### src/rtl/ledscan_pkg.sv
`timescale 1ns / 1ps

package ledscan_pkg;

    // Matrix geometry
    localparam int ROW_COUNT    = 12;
    localparam int COLUMN_COUNT = 20;

    // Field widths fixed by the port list
    localparam int CMD_W   = 3;
    localparam int ROW_W   = 4;
    localparam int COL_W   = 5;
    localparam int MASK_W  = 20;
    localparam int PORT_W  = 8;
    localparam int BRIGHT_W = 7;

    // Frame store row index
    localparam int ROW_IDX_W = (ROW_COUNT > 1) ? $clog2(ROW_COUNT) : 1;

    // Row drive bits are always twelve wide on the expander
    localparam int ROW_DRIVE_W = 12;
    localparam logic [ROW_DRIVE_W-1:0] ROW_DRIVE_OFF = 12'hFFF;

    // Lit-column mask for the configured column count
    localparam logic [MASK_W-1:0] FULL_MASK = 20'hFFFFF;
    localparam logic [MASK_W-1:0] COL_MASK  = FULL_MASK >> (MASK_W - COLUMN_COUNT);

    // Blanking pattern FF 0F 00 00 00
    localparam logic [PORT_W-1:0] BLANK_PORT0 = 8'hFF;
    localparam logic [PORT_W-1:0] BLANK_PORT1 = 8'h0F;
    localparam logic [PORT_W-1:0] PORT_ZERO   = 8'h00;

    // Duty math: floor(255 * (100 - b) / 100)
    localparam logic [BRIGHT_W-1:0] BRIGHT_MAX = 7'd100;
    localparam int DUTY_PROD_W = 15;
    localparam int RECIP_W     = 13;
    localparam int RECIP_SHIFT = 19;
    localparam logic [RECIP_W-1:0] RECIP_100 = 13'd5243;

    // Input command codes
    localparam logic [CMD_W-1:0] CMD_CLEAR = 3'd0;
    localparam logic [CMD_W-1:0] CMD_PIXEL = 3'd1;
    localparam logic [CMD_W-1:0] CMD_ROW   = 3'd2;
    localparam logic [CMD_W-1:0] CMD_FILL  = 3'd3;
    localparam logic [CMD_W-1:0] CMD_SCAN  = 3'd4;

    // Operations that survive classification
    typedef enum logic [2:0] {
        OP_CLEAR,
        OP_PIXEL,
        OP_ROW,
        OP_FILL,
        OP_SCAN
    } t_op;

    typedef struct packed {
        t_op                  op;
        logic [ROW_IDX_W-1:0] row;
        logic [COL_W-1:0]     column;
        logic                 pixel_on;
        logic [MASK_W-1:0]    row_mask;
    } t_cmd;

    typedef struct packed {
        logic              strobe;
        logic [PORT_W-1:0] port0;
        logic [PORT_W-1:0] port1;
        logic [PORT_W-1:0] port2;
        logic [PORT_W-1:0] port3;
        logic [PORT_W-1:0] port4;
        logic [ROW_W-1:0]  scanned_row;
        logic              is_blank;
        logic              last;
        logic [PORT_W-1:0] oe_duty;
    } t_result;

endpackage

### src/rtl/ledscan_front.sv
`timescale 1ns / 1ps

module ledscan_front (
    input  logic                           i_clk,
    input  logic                           i_rst_n,
    input  logic                           start,
    output logic                           busy,
    input  logic [ledscan_pkg::CMD_W-1:0]  i_command,
    input  logic [ledscan_pkg::ROW_W-1:0]  i_row,
    input  logic [ledscan_pkg::COL_W-1:0]  i_column,
    input  logic                           i_pixel_on,
    input  logic [ledscan_pkg::MASK_W-1:0] i_row_mask,
    input  logic                           i_pop,
    output logic                           o_empty,
    output ledscan_pkg::t_cmd              o_cmd
);
    import ledscan_pkg::*;

    localparam int DEPTH = 2;

    t_cmd       r_queue [DEPTH];
    logic       r_wr_ptr;
    logic       r_rd_ptr;
    logic [1:0] r_count;

    logic accept;
    logic keep;
    t_cmd n_cmd;

    // Classify the incoming beat; drop unknown codes and out-of-range targets
    always_comb begin
        keep            = 1'b0;
        n_cmd.op        = OP_CLEAR;
        n_cmd.row       = i_row[ROW_IDX_W-1:0];
        n_cmd.column    = i_column;
        n_cmd.pixel_on  = i_pixel_on;
        n_cmd.row_mask  = i_row_mask & COL_MASK;
        unique case (i_command)
            CMD_CLEAR: begin
                keep     = 1'b1;
                n_cmd.op = OP_CLEAR;
            end
            CMD_PIXEL: begin
                keep     = (32'(i_row) < ROW_COUNT) && (32'(i_column) < COLUMN_COUNT);
                n_cmd.op = OP_PIXEL;
            end
            CMD_ROW: begin
                keep     = 32'(i_row) < ROW_COUNT;
                n_cmd.op = OP_ROW;
            end
            CMD_FILL: begin
                keep     = 1'b1;
                n_cmd.op = OP_FILL;
            end
            CMD_SCAN: begin
                keep     = 1'b1;
                n_cmd.op = OP_SCAN;
            end
            default: begin
                keep     = 1'b0;
                n_cmd.op = OP_CLEAR;
            end
        endcase
    end

    assign busy    = (r_count == 2'(DEPTH));
    assign accept  = start && !busy;
    assign o_empty = (r_count == 2'd0);
    assign o_cmd   = r_queue[r_rd_ptr];

    // Queue payload
    always_ff @(posedge i_clk) begin
        if (accept && keep) begin
            r_queue[r_wr_ptr] <= n_cmd;
        end
    end

    // Queue pointers and fill count
    always_ff @(posedge i_clk) begin
        if (!i_rst_n) begin
            r_wr_ptr <= 1'b0;
            r_rd_ptr <= 1'b0;
            r_count  <= 2'd0;
        end else begin
            if (accept && keep) begin
                r_wr_ptr <= ~r_wr_ptr;
            end
            if (i_pop) begin
                r_rd_ptr <= ~r_rd_ptr;
            end
            r_count <= r_count + 2'(accept && keep) - 2'(i_pop);
        end
    end

endmodule

### src/rtl/ledscan_back.sv
`timescale 1ns / 1ps

module ledscan_back (
    input  logic                              i_clk,
    input  logic                              i_rst_n,
    input  logic                              i_empty,
    input  ledscan_pkg::t_cmd                 i_cmd,
    output logic                              o_pop,
    input  logic                              i_cfg_valid,
    output logic                              o_cfg_ready,
    input  logic [ledscan_pkg::BRIGHT_W-1:0]  i_cfg_data,
    output ledscan_pkg::t_result              o_result
);
    import ledscan_pkg::*;

    typedef enum logic {
        ST_RUN,
        ST_ROW
    } t_state;

    t_state                r_state;
    logic [MASK_W-1:0]     r_store [ROW_COUNT];
    logic [ROW_W-1:0]      r_scan_row;
    logic [PORT_W-1:0]     r_duty;
    t_result               r_result;

    logic [BRIGHT_W-1:0]                   sat;
    logic [BRIGHT_W-1:0]                   dim;
    logic [DUTY_PROD_W-1:0]                prod;
    logic [DUTY_PROD_W+RECIP_W-1:0]        scaled;
    logic [PORT_W-1:0]                     n_duty;
    logic [ROW_W-1:0]                      n_scan_row;
    logic [ROW_DRIVE_W-1:0]                row_drive;
    logic [MASK_W-1:0]                     lit;

    // Saturate brightness and turn it into the output-enable duty
    always_comb begin
        sat    = (i_cfg_data > BRIGHT_MAX) ? BRIGHT_MAX : i_cfg_data;
        dim    = BRIGHT_MAX - sat;
        prod   = {dim, 8'b0} - DUTY_PROD_W'(dim);
        scaled = (DUTY_PROD_W+RECIP_W)'(prod) * (DUTY_PROD_W+RECIP_W)'(RECIP_100);
        n_duty = scaled[RECIP_SHIFT +: PORT_W];
    end

    assign o_cfg_ready = 1'b1;

    // Hold the duty for every result
    always_ff @(posedge i_clk) begin
        if (!i_rst_n) begin
            r_duty <= PORT_ZERO;
        end else if (i_cfg_valid) begin
            r_duty <= n_duty;
        end
    end

    // Row pattern of the current scan row
    always_comb begin
        n_scan_row = (32'(r_scan_row) + 1 >= ROW_COUNT) ? '0 : r_scan_row + 4'd1;
        row_drive  = ROW_DRIVE_OFF & ~(ROW_DRIVE_W'(1) << r_scan_row);
        lit        = r_store[r_scan_row[ROW_IDX_W-1:0]] & COL_MASK;
    end

    assign o_pop    = (r_state == ST_RUN) && !i_empty;
    assign o_result = r_result;

    // Execute queued commands and drive results
    always_ff @(posedge i_clk) begin
        if (!i_rst_n) begin
            r_state         <= ST_RUN;
            r_scan_row      <= '0;
            r_result.strobe <= 1'b0;
            for (int i = 0; i < ROW_COUNT; i++) begin
                r_store[i] <= '0;
            end
        end else begin
            r_result.strobe <= 1'b0;
            unique case (r_state)
                ST_RUN: begin
                    if (!i_empty) begin
                        case (i_cmd.op)
                            OP_CLEAR: begin
                                for (int i = 0; i < ROW_COUNT; i++) begin
                                    r_store[i] <= '0;
                                end
                            end
                            OP_PIXEL: begin
                                r_store[i_cmd.row][i_cmd.column] <= i_cmd.pixel_on;
                            end
                            OP_ROW: begin
                                r_store[i_cmd.row] <= i_cmd.row_mask;
                            end
                            OP_FILL: begin
                                for (int i = 0; i < ROW_COUNT; i++) begin
                                    r_store[i] <= i_cmd.pixel_on ? COL_MASK : '0;
                                end
                            end
                            OP_SCAN: begin
                                // first beat: blanking pattern
                                r_result.strobe      <= 1'b1;
                                r_result.port0       <= BLANK_PORT0;
                                r_result.port1       <= BLANK_PORT1;
                                r_result.port2       <= PORT_ZERO;
                                r_result.port3       <= PORT_ZERO;
                                r_result.port4       <= PORT_ZERO;
                                r_result.scanned_row <= r_scan_row;
                                r_result.is_blank    <= 1'b1;
                                r_result.last        <= 1'b0;
                                r_result.oe_duty     <= r_duty;
                                r_state              <= ST_ROW;
                            end
                            default: begin
                                r_state <= ST_RUN;
                            end
                        endcase
                    end
                end
                ST_ROW: begin
                    // second beat: row pattern, then advance the row
                    r_result.strobe      <= 1'b1;
                    r_result.port0       <= row_drive[7:0];
                    r_result.port1       <= {lit[3:0], row_drive[11:8]};
                    r_result.port2       <= lit[11:4];
                    r_result.port3       <= lit[19:12];
                    r_result.port4       <= PORT_ZERO;
                    r_result.scanned_row <= r_scan_row;
                    r_result.is_blank    <= 1'b0;
                    r_result.last        <= 1'b1;
                    r_result.oe_duty     <= r_duty;
                    r_scan_row           <= n_scan_row;
                    r_state              <= ST_RUN;
                end
                default: begin
                    r_state <= ST_RUN;
                end
            endcase
        end
    end

endmodule

### src/rtl/led_matrix_row_scanner.sv
`timescale 1ns / 1ps

// LED matrix row scanner. Commands enter on start while busy is low and go
// through a two-entry queue to the executing side. A write command is done
// there in ST_RUN; a scan tick passes ST_RUN and then ST_ROW and gives two
// beats on consecutive cycles, the blanking pattern then the row pattern,
// each marked by o_strobe for exactly one cycle. The receiver cannot hold
// beats off. The executing side takes one write per cycle in ST_RUN; in
// ST_ROW it pops nothing, so later commands wait for a scan's row beat.
// busy rises only when the queue is full. Results are registered. Brightness
// writes are always ready and apply to beats formed after the duty loads.
module led_matrix_row_scanner (
    input  logic                              i_clk,
    input  logic                              i_rst_n,
    input  logic                              start,
    output logic                              busy,
    input  logic [ledscan_pkg::CMD_W-1:0]     i_command,
    input  logic [ledscan_pkg::ROW_W-1:0]     i_row,
    input  logic [ledscan_pkg::COL_W-1:0]     i_column,
    input  logic                              i_pixel_on,
    input  logic [ledscan_pkg::MASK_W-1:0]    i_row_mask,
    input  logic                              i_cfg_valid,
    output logic                              o_cfg_ready,
    input  logic [ledscan_pkg::BRIGHT_W-1:0]  i_cfg_data,
    output logic                              o_strobe,
    output logic [ledscan_pkg::PORT_W-1:0]    o_port0,
    output logic [ledscan_pkg::PORT_W-1:0]    o_port1,
    output logic [ledscan_pkg::PORT_W-1:0]    o_port2,
    output logic [ledscan_pkg::PORT_W-1:0]    o_port3,
    output logic [ledscan_pkg::PORT_W-1:0]    o_port4,
    output logic [ledscan_pkg::ROW_W-1:0]     o_scanned_row,
    output logic                              o_is_blank,
    output logic                              o_last,
    output logic [ledscan_pkg::PORT_W-1:0]    o_oe_duty
);
    import ledscan_pkg::*;

    logic    pop;
    logic    empty;
    t_cmd    cmd;
    t_result result;

    ledscan_front u_front (
        .i_clk      (i_clk),
        .i_rst_n    (i_rst_n),
        .start      (start),
        .busy       (busy),
        .i_command  (i_command),
        .i_row      (i_row),
        .i_column   (i_column),
        .i_pixel_on (i_pixel_on),
        .i_row_mask (i_row_mask),
        .i_pop      (pop),
        .o_empty    (empty),
        .o_cmd      (cmd)
    );

    ledscan_back u_back (
        .i_clk       (i_clk),
        .i_rst_n     (i_rst_n),
        .i_empty     (empty),
        .i_cmd       (cmd),
        .o_pop       (pop),
        .i_cfg_valid (i_cfg_valid),
        .o_cfg_ready (o_cfg_ready),
        .i_cfg_data  (i_cfg_data),
        .o_result    (result)
    );

    // Spread the result beat onto its ports
    assign o_strobe      = result.strobe;
    assign o_port0       = result.port0;
    assign o_port1       = result.port1;
    assign o_port2       = result.port2;
    assign o_port3       = result.port3;
    assign o_port4       = result.port4;
    assign o_scanned_row = result.scanned_row;
    assign o_is_blank    = result.is_blank;
    assign o_last        = result.last;
    assign o_oe_duty     = result.oe_duty;

endmodule
### config.mk
export PLATFORM = sky130hd
export DESIGN_NAME = led_matrix_row_scanner
export DESIGN_NICKNAME = d
export VERILOG_FILES = /design/src/rtl/ledscan_pkg.sv /design/src/rtl/ledscan_front.sv /design/src/rtl/ledscan_back.sv /design/src/rtl/led_matrix_row_scanner.sv
export SDC_FILE = /design/constraint.sdc
export NUM_CORES = 1
export LEC_CHECK = 0
export CAP_MARGIN = 40
export CORE_MARGIN = 2
export CORE_UTILIZATION = 55
export CTS_BUF_LIST = sky130_fd_sc_hd__clkbuf_16
export DETAILED_ROUTE_END_ITERATION = 16
export DONT_BUFFER_PORTS = 1
export PLACE_DENSITY = 0.77
export SYNTH_ARGS = -nofsm -noshare
export SYNTH_HDL_FRONTEND = slang
export SYNTH_SLANG_ARGS = --single-unit
export TNS_END_PERCENT = 10
### constraint.sdc
create_clock -name i_clk -period 12.2 [get_ports i_clk]
set_input_delay 0.61 -clock i_clk [delete_from_list [all_inputs] [get_ports i_clk]]
set_output_delay 0.61 -clock i_clk [all_outputs]
set_load 0.05 [all_outputs]
Word-level counts from Yosys, hierarchy flattened
Memories as Yosys holds them, arrays and structs flattened. A register that Yosys moved wholly into a read port is not among the register bits.
Index checks and enable logic that the tools add are counted.
Widths: inputs -> output; s select.
{"block": "classes", "n_addsub": 6, "n_mul": 1, "n_lt_le_gt_ge": 6, "n_eq_ne": 11, "shift": 1, "mux": 87, "bitwise_logic": 48, "n_reduce_logical": 13}
{"operator": "$mux 20", "n": 28}
{"operator": "$mux 55", "n": 2}
{"operator": "$pmux 55 s2", "n": 1}
{"operator": "$mux 1", "n": 47}
{"operator": "$or 1x1->1", "n": 44}
{"operator": "$ge 32x4->1 const B", "n": 1}
{"operator": "$mul 15x13->27 const B", "n": 1}
{"operator": "$reduce_or 20->1", "n": 1}
{"operator": "$mux 4", "n": 4}
{"operator": "$sub 15x7->15", "n": 1}
{"operator": "$eq 3x2->1 const B", "n": 4}
{"operator": "$not 12->12", "n": 1}
{"operator": "$pmux 3 s4", "n": 1}
{"operator": "$shl 1x4->12 const A", "n": 1}
{"operator": "$gt 7x7->1 const B", "n": 1}
{"operator": "$mux 7", "n": 1}
{"operator": "$sub 7x7->7 const A", "n": 1}
{"operator": "$eq 3x1->1 const B", "n": 2}
{"operator": "$eq 3x3->1 const B", "n": 2}
{"operator": "$logic_not 3->1", "n": 2}
{"operator": "$lt 5x6->1 const B", "n": 1}
{"operator": "$add 4x1->5 const B", "n": 1}
{"operator": "$demux 1 s5", "n": 1}
{"operator": "$ge 5x1->1 const B", "n": 1}
{"operator": "other kinds (15)", "n": 23}
{"block": "totals", "ff_bits": 72, "mem_bits_rw": 306, "out_inout_bits": 57, "n_memories": 2}
{"memory": "u_back.r_store", "words": 12, "word_bits": 20, "rd": 1, "rd_clocked_by_memory_dff": 1, "write_ports": 12, "line_no": "ledscan_back.sv:22", "rtl": "logic [MASK_W-1:0] r_store [ROW_COUNT];"}
{"memory": "u_front.r_queue", "words": 2, "word_bits": 33, "rd": 1, "rd_clocked_by_memory_dff": 1, "write_ports": 1, "line_no": "ledscan_front.sv:21", "rtl": "t_cmd r_queue [DEPTH];"}

Depth between registers and ports, before layout
{"block": "depth", "ltp_word": 9, "ltp_mapped": 30, "depth_no_buf": 29}

By module
A second synthesis with hierarchy kept.
{"block": "hier_totals", "hier_cells": 2027, "area_unflattened_um2": 25169.1}
{"module": "ledscan_back", "instances": 1, "cells_per_inst": 1891, "area_per_inst_um2": 22501.6, "seq_area_each_um2": 11350.9}
{"module": "ledscan_front", "instances": 1, "cells_per_inst": 136, "area_per_inst_um2": 2667.6, "seq_area_each_um2": 2082.0}

Least setup slack after synthesis
No wires, ideal clock.
{"block": "synth_path", "path_kind": "input to register", "start": "input port i_cfg_data[4] in the netlist's numbering", "end": "register u_back.r_duty[3]", "t_arrival_ns": 7.517, "required_time_ns": 12.073, "path_slack_ns": 4.555, "cell_stages": 27, "path_buffers": 1, "cell_sequence": "nor3_2 > o21a_1 > inv_1 > ha_1 > nor2b_1 > nor3_2 > or3_2 > buf_2 > and4_1 > o21ai_0 > inv_1 > fa_1 > inv_1 > ha_1 > fa_1 > fa_1 > inv_1 > fa_1 > inv_1 > ha_1 > a21o_1 > a21o_1 > a2111oi_1 > a21oi_1 > or3_1 > nand2_1 > o21ai_1"}
{"block": "synth_between", "elab_chain_len": 5}
{"element": "from (decl)", "line_no": "led_matrix_row_scanner.sv:24", "rtl": "input logic [ledscan_pkg::BRIGHT_W-1:0] i_cfg_data,"}
{"element": "$gt 7x7->1", "line_no": "ledscan_back.sv:38", "rtl": "sat = (i_cfg_data > BRIGHT_MAX) ? BRIGHT_MAX : i_cfg_data;"}
{"element": "$mux 7 *", "line_no": "ledscan_back.sv:38"}
{"element": "$sub 7x7->7 *", "line_no": "ledscan_back.sv:39", "rtl": "dim = BRIGHT_MAX - sat;"}
{"element": "$sub 15x7->15 *", "line_no": "ledscan_back.sv:40", "rtl": "prod = {dim, 8'b0} - DUTY_PROD_W'(dim);"}
{"element": "$mul 15x13->27 *", "line_no": "ledscan_back.sv:41", "rtl": "scaled = (DUTY_PROD_W+RECIP_W)'(prod) * (DUTY_PROD_W+RECIP_W)'(RECIP_100);"}
{"element": "to (signal assigned)", "line_no": "ledscan_back.sv:52", "rtl": "r_duty <= n_duty;"}
{"element": "to (decl)", "line_no": "ledscan_back.sv:24", "rtl": "logic [PORT_W-1:0] r_duty;"}
Mark *: on every way between the ends. The rest lies on a longest branch, timed or not.
A chain may end at the register's enable or synchronous reset.

Worst setup path after layout
{"block": "layout_path", "start": "input port i_cfg_data[4] in the netlist's numbering", "end": "register u_back.r_duty[4]"}
Same word-level chain as after synthesis.

==> summary.md <==
| Metric | Value |
|---|---|
| CTS root buf | clkbuf_16 |
| Synthesized flop and latch total | 455 |
| Layout Skew | 17.1 ps |
| Crit path kind | in -> reg |
| Gate count after technology mapping | 2,053 |
| Final Power | 5.73 mW |
| CP Data Required Time | 12,630 ps |
| Share of cells above drive strength 1 | 13.2% |
| Syn Std Cell Area | 0.0252 mm^2 |
| H-tree Lvls | 2 |
| Most frequent CP cell | inv_1 |
| Commonest non-fill, non-tap cell in the layout | o21ai_0 |
| Cell Count, Final, Fillers Out | 2,574 |
| Maximum number of pins on one net before global-route repair | 241 |
| CP Launch Type | input pin |
| Met1 usage | 32.6% |
| Fmax | 134 MHz |
| Max-slew violation count | 0 |
| Die W | 218 um |
| Max IR drop VDD | 216 uV |
| Cts repair resizes | 0 |
| R2R depth | 8 |
| Ant. Diodes | 0 |
| Max_cap viols | 0 |
| Ys async rst share | 0% |
| Clock-pin slew on the worst setup and hold paths | 60 ps |
| FP Rows | 78 |
| Clock Path Buffers | 3 |
| Final setup fails | 0 |
| CTS tree | done |
| Final Worst Setup Slack | 4750 ps |
| Critical Path AT | 7880 ps |
| Post-DP HPWL | 39.4 mm |
| Clock period minus worst slack | 7450 ps |
| Dpl cells | 2,493 |
| Slowest-stage cell, CP | a2111oi_1 |
| Outcome | completed |
| Pwr/cell area | 211 mW/mm^2 |
| Global route overflow | 0 |
| P_leak | 9.73 nW |
| Remaining DRCs | 0 |
| Largest stage delay, worst path | 620 ps |
| Area added between synthesis and finish | 7.76% |
| Slew @ Worst Pin | 991 ps |
| CP delay by family, top | adder cells |
| Clk sinks | 455 |
| GRT Total Usage | 26.2% |
| Seq/Total Area, Yosys | 53.4% |
| Antenna-violating nets left | 0 |
| Placer Congestion | 0.892 |
| Setup bufs post-CTS | 0 |
| First-pass GRT wire length | 95.0 mm |
| CP Max Fanout | 7 |
| Final Hold Viols | 0 |
| Slew headroom | 33.7% |
| Unrepaired setup endpoints after global routing | false |
| Met2 usage | 44.7% |
| GRT met3 Usage | 5.24% |
| Ys flop type | edfxtp_1 |
| Hold buffer count at cts | 0 |
| Number of global-route vias before repair | 16.6k |
| Hold-critical path depth | 0 |
| TritonRoute pass-1 iters | 6 |
| Final net count | 2,160 |
| Die Height | 218 um |
| Worst path bufs/invs | 5 |
| Period utilization | 61.1% |
| Hold endpoint | u_front.r_queue[0][10]$_DFFE_PP_ |
| Placeable Area | 0.0453 mm^2 |
| CTS Buf Count | 45 |
| Yosys cell types | 75 |
| Antenna violations before repair | 2 |
| Initial Utilization | 55.6% |
| R2r setup slk | 8630 ps |
| Hold WS | 152 ps |
| Initial drt markers | 2,300 |
| Critical Path Sink Type | flip-flop |
| DR vias | 16.7k |
| Most frequent cells in the layout | o21ai_0, edfxtp_1, inv_1 |
| Post-synth EDFFs | 432 |
| Hold_sp | i_row_mask[10] |
| Mapped Avg Cell Area | 12.3 um^2 |
| Skew-Pair Late Insertion Delay | 560 ps |
| Port bufs | 0 |
| Min-delay worst type | in -> reg |
| GRT busiest layer | met2 |
| Synth Warn # | 0 |
| Post-Route Setup TNS | 0 ps |
| Ports | 101 |
| Drt via density | 6.51 |
| Die Area | 0.0475 mm^2 |
| Critical R2R Capture | u_back.r_store[9][14]$_DFFE_PP_ |
| Dpl ws | 4200 ps |
| WL/cell | 23.9 um |
| Routed WL | 61.5 mm |
[layout make-up]
cell class / instances / area, um^2
clock buffer: 45 / 1130
clock inverter: 34 / 279
fill: 3484 / 18200
inverter: 145 / 544
multi-input combinational: 1257 / 10400
sequential: 455 / 13400
tap: 600 / 751
timing repair buffer: 38 / 553
[worst reg2reg max path: cells and delay by family (launching register included)]
family                 cells  cell delay [ps]
buffers and inverters      4             2000
AOI/OAI and AO/OA          2              550
and+or+nand+nor            2              400
DFF                        1              320
[through the flow]
stage / utilization [%] / cell area (um^2)
6_report: 59.9 / 27100
4_1_cts: 59.8 / 27100
3_5_place_dp: 56.7 / 25700
2_1_floorplan: - / 25200
3_3_place_gp: 55.8 / 25300
5_1_grt: 59.9 / 27100
[cell usage after synthesis, drive strengths merged (3+ instances only)]
cell type	n	area (um^2)
nand2b	5	31.3
dfxtp	23	460
a31oi	10	62.6
nand3	14	75.1
a21boi	4	33.8
a21o	8	60.1
or3	6	38.8
nand2	46	180
ha	109	1360
buf	49	277
nand4	3	18.8
o32ai	4	35.0
mux4	100	2250
nor2b	16	100
nor3b	4	30.0
nor2	121	493
o22ai	7	43.8
mux2i	25	263
edfxtp	432	13000
o211ai	3	22.5
fa	65	1300
clkbuf	154	578
inv	145	544
mux2	4	45.0
and3	5	37.5
a32oi	3	26.3
nand3b	3	22.5
a21oi	68	400
a2bb2oi	20	175
o311ai	3	26.3
nor3	8	50.1
o21ai	504	2530
o21a	5	37.5
xnor2	12	105
and2	38	238
[report_power, final]
part	leakage, nW	total [mW]	internal, mW	switching (mW)
combinational	4.54	2.30	0.907	1.39
sequential	4.46	2.08	1.98	0.0945
clock	0.728	1.35	0.773	0.576
total	9.73	5.73	3.66	2.06
[logic make-up after synthesis]
| family | after synthesis | share of synthesized area, % |
|---|---|---|
| adder cells (fa/ha/maj) | 174 | 10.6 |
| XOR/XNOR | 14 | 0.487 |
| multiplexers | 129 | 10.2 |
| other | 2 | 0.0298 |
| buffers and inverters | 348 | 5.56 |
| flip-flops | 455 | 53.4 |
| AND/OR/NAND/NOR | 277 | 5.49 |
| AO/OA/AOI/OAI | 654 | 14.3 |
[worst max path at each step]
stage | from | endpoint | cells past startpoint
6_report | i_cfg_data[4] | u_back.r_duty[4]$_SDFFE_PN0P_ | 27
5_1_grt | i_cfg_data[4] | u_back.r_duty[4]$_SDFFE_PN0P_ | 26
4_1_cts | i_cfg_data[4] | u_back.r_duty[4]$_SDFFE_PN0P_ | 27
3_5_place_dp | i_cfg_data[4] | u_back.r_duty[4]$_SDFFE_PN0P_ | 27
3_3_place_gp | i_cfg_data[4] | u_back.r_duty[3]$_SDFFE_PN0P_ | 27
2_1_floorplan | i_cfg_data[4] | u_back.r_duty[3]$_SDFFE_PN0P_ | 27
[sequential cells by signal, indices dropped and copies added (netlist names), named ones only]
register,flops
u_back.o_result,47
u_back.r_duty,8
u_back.r_scan_row,4
u_back.r_state,1
u_back.r_store,320
u_front.r_count,2
u_front.r_queue,66
u_front.r_rd_ptr,1
u_front.r_wr_ptr,1
[layer usage]
layer	vias to the layer above	share of wire (%)
li1	7305	-
met3	153	9.2
met4	2	3.7
met5	-	0.020
met1	8374	36
met2	912	51
(Power assumes the default switching activity.)
